[src/overlapping_circle_merger_top_macros.svh]
// Assertion macros for the overlapping circle merger.
// Included by overlapping_circle_merger_top; no other dependencies.
`ifndef OVERLAPPING_CIRCLE_MERGER_TOP_MACROS_SVH
`define OVERLAPPING_CIRCLE_MERGER_TOP_MACROS_SVH

// check a consequence in the same cycle
`define OCM_ASSERT_SAME(name, clk, rst, ante, cons) \
   name: assert property (@(posedge clk) disable iff (rst) (ante) |-> (cons)) \
      else $error("ocm: same-cycle check failed");

// check a consequence in the next cycle
`define OCM_ASSERT_NEXT(name, clk, rst, ante, cons) \
   name: assert property (@(posedge clk) disable iff (rst) (ante) |=> (cons)) \
      else $error("ocm: next-cycle check failed");

`endif

[src/ocm_pkg.sv]
// Shared constants for the overlapping circle merger.
// No dependencies; used by overlapping_circle_merger_top.
package ocm_pkg;

   localparam int FIELD_BITS      = 12;
   localparam int COUNT_BITS      = 7;
   localparam int MAX_CIRCLES_DEF = 64;
   localparam int COORD_BITS_DEF  = 12;
   localparam int DIST_SCALE      = 400;
   localparam int RAD_SCALE       = 529;

endpackage

[src/overlapping_circle_merger_top.sv]
// Overlapping circle merger: load a list of circles, merge close ones, emit survivors.
// Depends on ocm_pkg and overlapping_circle_merger_top_macros.svh.
//
// Usage:
//   Input beats are taken at a clock edge with start high and busy low. A beat
//   without req_list_end is stored and busy stays low, so a list loads at
//   one circle per cycle. Circles beyond MAX_CIRCLES are dropped and flagged
//   on every result of that list.
//   A beat with req_list_end raises busy for the merge and emit passes. The
//   merge reads the circle store (one read port, one write port) once per
//   pair; the single read port feeds a pipelined distance compare.
//   The emit pass then reads each stored entry in turn; each survivor appears
//   as one result beat, rsp_strobe high for exactly one cycle, the last with
//   rsp_last_of_run. The first result follows list_end after roughly the
//   merge time; busy drops with the last scanned entry.
//   The receiver cannot stall: results are presented once and not held.
//   Reset clears the control state and the list; no clearing pass is needed.
module overlapping_circle_merger_top #(
   parameter int MAX_CIRCLES = ocm_pkg::MAX_CIRCLES_DEF,
   parameter int COORD_BITS  = ocm_pkg::COORD_BITS_DEF
) (
   input  logic                             clock,
   input  logic                             reset,
   input  logic                             start,
   output logic                             busy,
   input  logic [ocm_pkg::FIELD_BITS-1:0]   req_center_x,
   input  logic [ocm_pkg::FIELD_BITS-1:0]   req_center_y,
   input  logic [ocm_pkg::FIELD_BITS-1:0]   req_circle_radius,
   input  logic                             req_list_end,
   output logic                             rsp_strobe,
   output logic [ocm_pkg::FIELD_BITS-1:0]   rsp_merged_x,
   output logic [ocm_pkg::FIELD_BITS-1:0]   rsp_merged_y,
   output logic [ocm_pkg::FIELD_BITS-1:0]   rsp_merged_radius,
   output logic                             rsp_last_of_run,
   output logic [ocm_pkg::COUNT_BITS-1:0]   rsp_survivor_count,
   output logic                             rsp_overflow_flag
);

   `include "overlapping_circle_merger_top_macros.svh"

   localparam int FB = ocm_pkg::FIELD_BITS;
   localparam int SB = ocm_pkg::COUNT_BITS;
   localparam int C  = COORD_BITS;
   localparam int AW = $clog2(MAX_CIRCLES);
   localparam int CW = $clog2(MAX_CIRCLES + 1);
   localparam int PW = 2 * C;
   localparam int LW = 2 * C + 10;

   localparam logic [2:0] ST_IDLE  = 3'd0;
   localparam logic [2:0] ST_RDI   = 3'd1;
   localparam logic [2:0] ST_WTI   = 3'd2;
   localparam logic [2:0] ST_SCAN  = 3'd3;
   localparam logic [2:0] ST_DRAIN = 3'd4;
   localparam logic [2:0] ST_ERD   = 3'd5;
   localparam logic [2:0] ST_EWT   = 3'd6;

   typedef struct packed {
      logic         alive;
      logic [C-1:0] x;
      logic [C-1:0] y;
      logic [C-1:0] r;
   } entry_type;

   typedef struct packed {
      logic [AW-1:0] idx;
      logic [C-1:0]  x;
      logic [C-1:0]  y;
      logic [C-1:0]  r;
   } cand_type;

   entry_type store_mem [MAX_CIRCLES];
   entry_type rd_data_ff;
   logic [AW-1:0] rd_addr;
   logic          we;
   logic [AW-1:0] wa;
   entry_type     wd;

   logic [2:0]    state_ff, state_in;
   logic [CW-1:0] i_ff, i_in, j_ff, j_in, e_ff, e_in;
   logic [CW-1:0] loaded_ff, loaded_in, surv_ff, surv_in, emit_ff, emit_in;
   logic          dropped_ff, dropped_in;
   entry_type     orig_ff, orig_in, new_ff, new_in;
   logic          issue;

   logic          v1_ff, v2_ff, v3_ff, v4_ff;
   logic [AW-1:0] j1_ff;
   cand_type      cand2_ff, cand3_ff, cand4_ff;
   logic [C-1:0]  dx_ff, dy_ff, h_ff;
   logic [PW-1:0] sqx_ff, sqy_ff, sqh_ff;
   logic [LW-1:0] lhs_ff, rhs_ff;
   logic [C-1:0]  dx_c, dy_c;
   logic [C:0]    hsum_c, avgx_c, avgy_c, avgr_c;
   logic          kill_we, pipe_busy, accept;

   logic          strobe_ff, strobe_in, last_ff, last_in;
   logic [FB-1:0] ox_ff, oy_ff, or_ff;
   logic [SB-1:0] cnt_ff;
   logic          ovf_ff;

   logic [FB+C-1:0]  in_x_ext, in_y_ext, in_r_ext;
   logic [FB+C-1:0]  out_x_ext, out_y_ext, out_r_ext;
   logic [SB+CW-1:0] cnt_ext;

   assign accept    = start && !busy;
   assign busy      = (state_ff != ST_IDLE);
   assign pipe_busy = v1_ff || v2_ff || v3_ff || v4_ff;
   assign kill_we   = v4_ff && (lhs_ff < rhs_ff);

   assign in_x_ext  = {{C{1'b0}}, req_center_x};
   assign in_y_ext  = {{C{1'b0}}, req_center_y};
   assign in_r_ext  = {{C{1'b0}}, req_circle_radius};
   assign out_x_ext = {{FB{1'b0}}, rd_data_ff.x};
   assign out_y_ext = {{FB{1'b0}}, rd_data_ff.y};
   assign out_r_ext = {{FB{1'b0}}, rd_data_ff.r};
   assign cnt_ext   = {{SB{1'b0}}, surv_ff};

   assign dx_c   = (orig_ff.x > rd_data_ff.x) ? (orig_ff.x - rd_data_ff.x)
                                              : (rd_data_ff.x - orig_ff.x);
   assign dy_c   = (orig_ff.y > rd_data_ff.y) ? (orig_ff.y - rd_data_ff.y)
                                              : (rd_data_ff.y - orig_ff.y);
   assign hsum_c = {1'b0, orig_ff.r} + {1'b0, rd_data_ff.r};
   assign avgx_c = {1'b0, orig_ff.x} + {1'b0, cand4_ff.x};
   assign avgy_c = {1'b0, orig_ff.y} + {1'b0, cand4_ff.y};
   assign avgr_c = {1'b0, orig_ff.r} + {1'b0, cand4_ff.r};

   always_comb begin
      state_in   = state_ff;
      i_in       = i_ff;
      j_in       = j_ff;
      e_in       = e_ff;
      loaded_in  = loaded_ff;
      dropped_in = dropped_ff;
      surv_in    = surv_ff;
      emit_in    = emit_ff;
      orig_in    = orig_ff;
      new_in     = new_ff;
      rd_addr    = '0;
      issue      = 1'b0;
      we         = 1'b0;
      wa         = '0;
      wd         = '0;
      strobe_in  = 1'b0;
      last_in    = 1'b0;
      unique case (state_ff)
         ST_IDLE: begin
            if (accept) begin
               if (loaded_ff < CW'(MAX_CIRCLES)) begin
                  we        = 1'b1;
                  wa        = loaded_ff[AW-1:0];
                  wd        = '{alive: 1'b1, x: in_x_ext[C-1:0], y: in_y_ext[C-1:0],
                                r: in_r_ext[C-1:0]};
                  loaded_in = loaded_ff + CW'(1);
               end else begin
                  dropped_in = 1'b1;
               end
               if (req_list_end) begin
                  state_in = ST_RDI;
                  i_in     = '0;
                  surv_in  = '0;
               end
            end
         end
         ST_RDI: begin
            rd_addr  = i_ff[AW-1:0];
            state_in = ST_WTI;
         end
         ST_WTI: begin
            if (rd_data_ff.alive) begin
               orig_in = rd_data_ff;
               new_in  = rd_data_ff;
               surv_in = surv_ff + CW'(1);
               if (i_ff + CW'(1) == loaded_ff) begin
                  state_in = ST_DRAIN;
               end else begin
                  j_in     = i_ff + CW'(1);
                  state_in = ST_SCAN;
               end
            end else begin
               i_in = i_ff + CW'(1);
               if (i_ff + CW'(1) == loaded_ff) begin
                  state_in = ST_ERD;
                  e_in     = '0;
                  emit_in  = '0;
               end else begin
                  state_in = ST_RDI;
               end
            end
         end
         ST_SCAN: begin
            rd_addr = j_ff[AW-1:0];
            issue   = 1'b1;
            j_in    = j_ff + CW'(1);
            if (j_ff + CW'(1) == loaded_ff) begin
               state_in = ST_DRAIN;
            end
         end
         ST_DRAIN: begin
            if (!pipe_busy) begin
               we       = 1'b1;
               wa       = i_ff[AW-1:0];
               wd       = '{alive: 1'b1, x: new_ff.x, y: new_ff.y, r: new_ff.r};
               i_in     = i_ff + CW'(1);
               if (i_ff + CW'(1) == loaded_ff) begin
                  state_in = ST_ERD;
                  e_in     = '0;
                  emit_in  = '0;
               end else begin
                  state_in = ST_RDI;
               end
            end
         end
         ST_ERD: begin
            rd_addr  = e_ff[AW-1:0];
            state_in = ST_EWT;
         end
         ST_EWT: begin
            if (rd_data_ff.alive) begin
               strobe_in = 1'b1;
               last_in   = (emit_ff + CW'(1) == surv_ff);
               emit_in   = emit_ff + CW'(1);
            end
            e_in = e_ff + CW'(1);
            if (e_ff + CW'(1) == loaded_ff) begin
               state_in   = ST_IDLE;
               loaded_in  = '0;
               dropped_in = 1'b0;
            end else begin
               state_in = ST_ERD;
            end
         end
         default: begin
            state_in = ST_IDLE;
         end
      endcase
      // drop a close later circle and take the average with it
      if (kill_we) begin
         we     = 1'b1;
         wa     = cand4_ff.idx;
         wd     = '{alive: 1'b0, x: cand4_ff.x, y: cand4_ff.y, r: cand4_ff.r};
         new_in = '{alive: 1'b1, x: avgx_c[C:1], y: avgy_c[C:1], r: avgr_c[C:1]};
      end
   end

   always_ff @(posedge clock) begin
      if (we) begin
         store_mem[wa] <= wd;
      end
      rd_data_ff <= store_mem[rd_addr];
   end

   always_ff @(posedge clock) begin
      if (reset) begin
         state_ff   <= ST_IDLE;
         i_ff       <= '0;
         j_ff       <= '0;
         e_ff       <= '0;
         loaded_ff  <= '0;
         dropped_ff <= 1'b0;
         surv_ff    <= '0;
         emit_ff    <= '0;
         v1_ff      <= 1'b0;
         v2_ff      <= 1'b0;
         v3_ff      <= 1'b0;
         v4_ff      <= 1'b0;
         strobe_ff  <= 1'b0;
      end else begin
         state_ff   <= state_in;
         i_ff       <= i_in;
         j_ff       <= j_in;
         e_ff       <= e_in;
         loaded_ff  <= loaded_in;
         dropped_ff <= dropped_in;
         surv_ff    <= surv_in;
         emit_ff    <= emit_in;
         v1_ff      <= issue;
         v2_ff      <= v1_ff && rd_data_ff.alive;
         v3_ff      <= v2_ff;
         v4_ff      <= v3_ff;
         strobe_ff  <= strobe_in;
      end
   end

   always_ff @(posedge clock) begin
      orig_ff  <= orig_in;
      new_ff   <= new_in;
      j1_ff    <= j_ff[AW-1:0];
      cand2_ff <= '{idx: j1_ff, x: rd_data_ff.x, y: rd_data_ff.y, r: rd_data_ff.r};
      dx_ff    <= dx_c;
      dy_ff    <= dy_c;
      h_ff     <= hsum_c[C:1];
      cand3_ff <= cand2_ff;
      sqx_ff   <= PW'(dx_ff) * PW'(dx_ff);
      sqy_ff   <= PW'(dy_ff) * PW'(dy_ff);
      sqh_ff   <= PW'(h_ff) * PW'(h_ff);
      cand4_ff <= cand3_ff;
      lhs_ff   <= (LW'(sqx_ff) + LW'(sqy_ff)) * LW'(ocm_pkg::DIST_SCALE);
      rhs_ff   <= LW'(sqh_ff) * LW'(ocm_pkg::RAD_SCALE);
      if (strobe_in) begin
         ox_ff   <= out_x_ext[FB-1:0];
         oy_ff   <= out_y_ext[FB-1:0];
         or_ff   <= out_r_ext[FB-1:0];
         last_ff <= last_in;
         cnt_ff  <= cnt_ext[SB-1:0];
         ovf_ff  <= dropped_ff;
      end
   end

   assign rsp_strobe         = strobe_ff;
   assign rsp_merged_x       = ox_ff;
   assign rsp_merged_y       = oy_ff;
   assign rsp_merged_radius  = or_ff;
   assign rsp_last_of_run    = last_ff;
   assign rsp_survivor_count = cnt_ff;
   assign rsp_overflow_flag  = ovf_ff;

   `OCM_ASSERT_SAME(a_kill_beyond_i, clock, reset, kill_we, cand4_ff.idx > i_ff[AW-1:0])
   `OCM_ASSERT_SAME(a_pipe_empty_on_rdi, clock, reset, state_ff == ST_RDI, !pipe_busy)
   `OCM_ASSERT_SAME(a_emit_bound, clock, reset, strobe_in, emit_ff < surv_ff)
   `OCM_ASSERT_NEXT(a_end_busy, clock, reset, accept && req_list_end, busy)
   `OCM_ASSERT_SAME(a_clear_on_done, clock, reset, $fell(busy), loaded_ff == '0)

endmodule
[config.mk]
export PLATFORM = sky130hd
export DESIGN_NAME = overlapping_circle_merger_top
export DESIGN_NICKNAME = d
export VERILOG_FILES = /design/src/ocm_pkg.sv /design/src/overlapping_circle_merger_top.sv
export VERILOG_INCLUDE_DIRS = /design/src /design/src/src
export SDC_FILE = /design/constraint.sdc
export NUM_CORES = 2
export LEC_CHECK = 0
export CELL_PAD_IN_SITES_DETAIL_PLACEMENT = 1
export CELL_PAD_IN_SITES_GLOBAL_PLACEMENT = 1
export CORE_MARGIN = 3
export CORE_UTILIZATION = 54
export CTS_CLUSTER_DIAMETER = 40
export DETAILED_ROUTE_END_ITERATION = 16
export DONT_BUFFER_PORTS = 1
export PLACE_DENSITY = 0.89
export SLEW_MARGIN = 40
export SYNTH_ARGS = -nofsm -noshare
export SYNTH_HDL_FRONTEND = slang
export SYNTH_SLANG_ARGS = --single-unit
[constraint.sdc]
create_clock -name clock -period 8.23 [get_ports clock]
set_input_delay 2.469 -clock clock [delete_from_list [all_inputs] [get_ports clock]]
set_output_delay 2.469 -clock clock [all_outputs]
set_load 0.005 [all_outputs]
; ---- After elaboration in Yosys (flattened, before gate mapping)
; Memories as Yosys holds them, arrays and structs flattened. A register that Yosys moved wholly into a read port is not among the register bits.
; Cells that the tools add are included.
[word_totals]
ff_bits = 472
ramBits = 2368
input_bits = 40
out_inout_bits = 47
elab_cells = 181
mem_count = 1
[memory_table]
columns = name, words, width, rd, rd_clocked_by_memory_dff, write_ports, line
row1 = store_mem, 64, 37, 1, 1, 1, overlapping_circle_merger_top.sv:71  ; entry_type store_mem [MAX_CIRCLES];
[op_classes]
addsub = 15
n_mul = 5
n_lt_le_gt_ge = 4
n_eq_ne = 21
n_mux = 62
reduce_logical = 27
[op_table]
columns = op, count
row1 = $mux W37, 4
row2 = $mux W7, 17
row3 = $mux W36, 3
row4 = $pmux W37 S2, 1
row5 = $mul A12 B12 Y24, 3
row6 = $pmux W7 S3, 3
row7 = $add A12 B12 Y13, 4
row8 = $sub A12 B12 Y12, 4
row9 = $add A7 B1 Y7 const B, 6
row10 = $pmux W7 S2, 3
row11 = $lt A34 B34 Y1, 1
row12 = $mul A24 B10 Y34 const B, 1
row13 = $mul A25 B5 Y30 const B, 1
row14 = $eq A7 B7 Y1, 4
row15 = $add A24 B24 Y25, 1
row16 = $gt A12 B12 Y1, 2
row17 = $mux W12, 2
row18 = $mux W3, 8
row19 = $mux W6, 4
row20 = $ne A2 B2 Y1 const B, 11
row21 = $pmux W3 S7, 1
row22 = $reduce_and A4 Y1, 5
row23 = $pmux W6 S3, 1
row24 = $mux W1, 12
row25 = 15 further kinds, 32

; ---- Longest topological paths before layout
[logic_depth]
ltp_word = 8
depth_mapped = 24
ltp_nobuf = 24

; ---- Worst setup path after synthesis
; OpenSTA, ideal clock, no wires.
[synth_path]
path_kind = in2reg
from = in start
to = mem store_mem[0][10] in the netlist's numbering (data pin)
arrival_time_ns = 6.200
setup_slack_ns = 1.328
stages = 6
n_path_buf = 3
path_cell_list = and3_1 -> clkbuf_1 -> clkbuf_1 -> clkbuf_1 -> a22oi_1 -> o21ai_0
[synth_lines]
columns = item, line
row1 = start: declaration, overlapping_circle_merger_top.sv:24  ; input logic start,
row2 = end: declaration, overlapping_circle_merger_top.sv:71

; ---- Worst setup path after layout
[layout_path]
from = reg dx_ff[7]
to = reg sqx_ff[23]
[layout_via]
elab_chain_cells = 1
[layout_lines]
columns = item, line
row1 = start: declaration, overlapping_circle_merger_top.sv:88  ; logic [C-1:0] dx_ff, dy_ff, h_ff;
row2 = start signal: assignment, overlapping_circle_merger_top.sv:288  ; dx_ff <= dx_c;
row3 = $mul A12 B12 Y24, overlapping_circle_merger_top.sv:292  ; sqx_ff <= PW'(dx_ff) * PW'(dx_ff);
row4 = end signal: assignment, overlapping_circle_merger_top.sv:292
row5 = end: declaration, overlapping_circle_merger_top.sv:89  ; logic [PW-1:0] sqx_ff, sqy_ff, sqh_ff;
; No other way between the ends.
; A chain may end at the register's enable or synchronous reset.

==> key figures <==
Clock network
  • TritonCTS clock tree: done
  • Clk_lat worst skew: ~1000 ps
  • CTS resizes: 0
  • H-tree levels: 5
  • Clk sinks: ~2.9k
  • Clk root buf: clkbuf_16
  • Hold buffer count at cts: 0
  • Setup Buffers After CTS: 0
  • Total CTS buffers: ~380
  • Clk buf depth: 4
  • Clk slew on worst S/H paths: about 80 ps

Detailed routing
  • Via/cell ratio: approximately 7.1
  • Mean routed wirelength per cell: approximately 38 um
  • Routed Antenna Nets: 0
  • Initial drt markers: 14.6k
  • Total vias in the final route: approximately 88k
  • DRC: 0
  • Final wirelength: approximately 470 mm
  • Drt pass-1 iters: 9

Timing
  • Hold Vio Cnt, Final: 0
  • Setup Viol. Count Final: 0
  • Post-layout worst setup margin: around 1300 ps
  • Final slew viol count: 0
  • Fmax: ~140 MHz
  • RSZ-0062 raised after global routing: no
  • Slew HR: 0.256
  • Fin Setup TNS: 0 ps
  • Worst slew pin tran: around 1100 ps
  • Worst hold margin: around 280 ps
  • Skew final: 88.4 ps
  • Final worst-path cycle share: 0.845
  • Post-layout min period: 6960 ps

Yosys
  • Syn nets: 9492
  • Top cells by count, synth: 2485 x edfxtp_1, 1104 x nand2_1, 637 x inv_1
  • Top FF cell, synth: edfxtp_1
  • Most common cell in the netlist: edfxtp_1
  • Post-synthesis sequential area ratio: 0.647
  • Number of warning messages in the yosys log: 0
  • EDFF count, synth: approximately 2.5k
  • Post-synth top area cell: edfxtp_1
  • Avg Cell Area, Syn: between 10 and 15 um^2
  • Post-Syn Instances: about 8.7k
  • Top post-synthesis cells by area: edfxtp_1 59%, dfxtp_1 6.1%, mux4_2 5.3%, ha_1 4.9%, fa_1 4.3%
  • Yosys cell types: 75
  • Share of synthesized flip-flops with an asynchronous set or reset: 0
  • Synth Cell Area: approximately 0.13 mm^2
  • Yosys top cell area share: 0.586
  • Flops & latches, synth: between 2k and 3k

Global routing
  • Remaining global-route overflow: 0
  • First-pass GRT wire length: about 630 mm
  • Largest net degree at the start of global routing: between 100 and 150
  • Global router's overall resource usage: 0.356
  • Number of global-route vias before repair: 90.6k
  • Initial antenna violation count: 26

Worst setup path
  • Endpoint class of the critical path: flop
  • Crit path largest cell delay: slightly above 800 ps
  • Cells along the critical path: nand2_1 > inv_1 > fa_1 > fa_1 > inv_1 > fa_1 > inv_1 > fa_1 > inv_1 > fa_1 > inv_1 > ha_1 > o41ai_1 > o21ai_0 > nor4_1 > nor4_1 > a2111oi_0 > a21oi_1 > xnor2_1
  • Largest fanout on the critical path: 11
  • Setup crit start kind: flop
  • Crit path from: dx_ff[7]
  • Crit path capture: sqx_ff[23]
  • Crit path DAT: 7840 ps
  • R2r setup slk: between 1000 and 1500 ps
  • Crit path required time: 9120 ps
  • Worst Path Class, Setup: flop to flop
  • R2R Path End: sqx_ff[23]
  • Highest-delay cell along the critical path: a2111oi_0
  • RR Startpoint: dx_ff[7]
  • Cells on worst reg2reg path: 19

Floorplan
  • Core region area: roughly 0.23 mm^2
  • Die Ht: around 490 um
  • Total I/O pin count: 87
  • Initial Util: 0.545
  • Die area: ~0.24 mm^2
  • # rows: around 180
  • Die X: 491 um

Min path
  • Hold Path Class: flop to flop

Finish
  • # fillers: 20.8k
  • Layout cells sized above 1: 0.143
  • Layout Nets: around 9.6k
  • Fin util: 0.624
  • Layout area overhead: 14.4%

Placed design
  • Post-detail-place hpwl: approximately 230 mm
  • Gpl congestion: about 0.85
  • Place WS: around 1600 ps
  • IO buf count: 0

Status
  • Run status: finished, final reports clean

Run
  • Max Cap Viol: 0
==> routing by layer <==
layer  vias to the layer above  global-route usage  part of all wire
li1                      32667                   -                 -
met1                     43544               0.418              0.32
met2                      8693               0.595              0.48
met3                      2585              0.0870              0.12
met4                        22               0.214             0.083
met5                         -                   0           0.00033
==> layout make-up <==
| type | instances | area (um^2) | share of cell area |
|---|---|---|---|
| Antenna cell | 21 | 52.6 | 0.000361 |
| Clock buffer | 434 | 10100 | 0.0691 |
| Clock inverter | 258 | 3000 | 0.0206 |
| Inverter | 637 | 2390 | 0.0164 |
| Multi-Input combinational cell | 4758 | 42000 | 0.288 |
| Sequential cell | 2873 | 82400 | 0.566 |
| Tap cell | 3132 | 3920 | 0.0269 |
| Timing Repair Buffer | 178 | 1820 | 0.0125 |
==> cell usage in the layout, fill, tap and decap left out, types with 74 or more instances in the layout <==
master	synthesis	routed
edfxtp_1	2485	2485
nand2_1	1104	1101
inv_1	637	636
ha_1	494	494
clkbuf_16	0	394
dfxtp_1	388	386
a21oi_1	357	353
mux2i_1	334	325
mux4_2	299	299
a32oi_1	292	292
fa_1	274	274
nor2_1	262	194
xnor2_1	154	154
buf_4	0	141
and2_1	138	136
o21ai_0	157	123
a21o_1	91	91
a31oi_1	88	88
a311oi_1	74	74
==> registers in the layout, indices dropped and copies added (netlist names), 23 cells and up <==
signal,count
sqh_ff,23
sqx_ff,23
store_mem,2368
cand3_ff,42
sqy_ff,23
lhs_ff,30
cand2_ff,42
rhs_ff,33
orig_ff,36
cand4_ff,42
new_ff,36
==> logic make-up (layout without fill, tap and decap cells) <==
| kind of cell | after synthesis | count (layout) | synth area share |
|---|---|---|---|
| compound gates | 1304 | 1304 | 0.0706 |
| xor+xnor | 227 | 227 | 0.0163 |
| fa+ha+maj | 768 | 768 | 0.0917 |
| buf+inv | 1053 | 1507 | 0.0315 |
| flops | 2873 | 2873 | 0.647 |
| mux | 657 | 657 | 0.0813 |
| other cells | 1 | 22 | 0.0000295 |
| simple gates | 1801 | 1801 | 0.0612 |
==> worst max-delay path: cells and delay by family (launching register included) <==
| kind | cells | cell delay [ps] |
|---|---|---|
| buffers and inverters | 5 | 310 |
| AOI/OAI and AO/OA | 4 | 2220 |
| adders and majority gates | 6 | 2640 |
| and+or+nand+nor | 3 | 770 |
| xor gates and xnor gates | 1 | 290 |
| DFF | 1 | 630 |
==> worst min path at each step <==
stage,from,end,slack [ps],cells past startpoint
6_report,cand2_ff[31],cand3_ff[31],280,0
5_1_grt,cand2_ff[31],cand3_ff[31],310,0
4_1_cts,cand3_ff[4],cand4_ff[4],310,0
3_5_place_dp,cand2_ff[12],cand3_ff[12],310,0
3_3_place_gp,cand2_ff[19],cand3_ff[19],310,0
2_1_floorplan,j1_ff[0],cand2_ff[36],310,0
==> per-stage QoR <==
step,instances,instance area [um^2]
floorplan,8684,127000
finish,12291,146000
global placement,11561,132000
CTS,12260,145000
global route,12274,146000
detailed placement,11568,132000
Power is left out: the tool's default activity adds up to more than one toggle a clock period on the data nets, which glitch-free logic cannot reach.
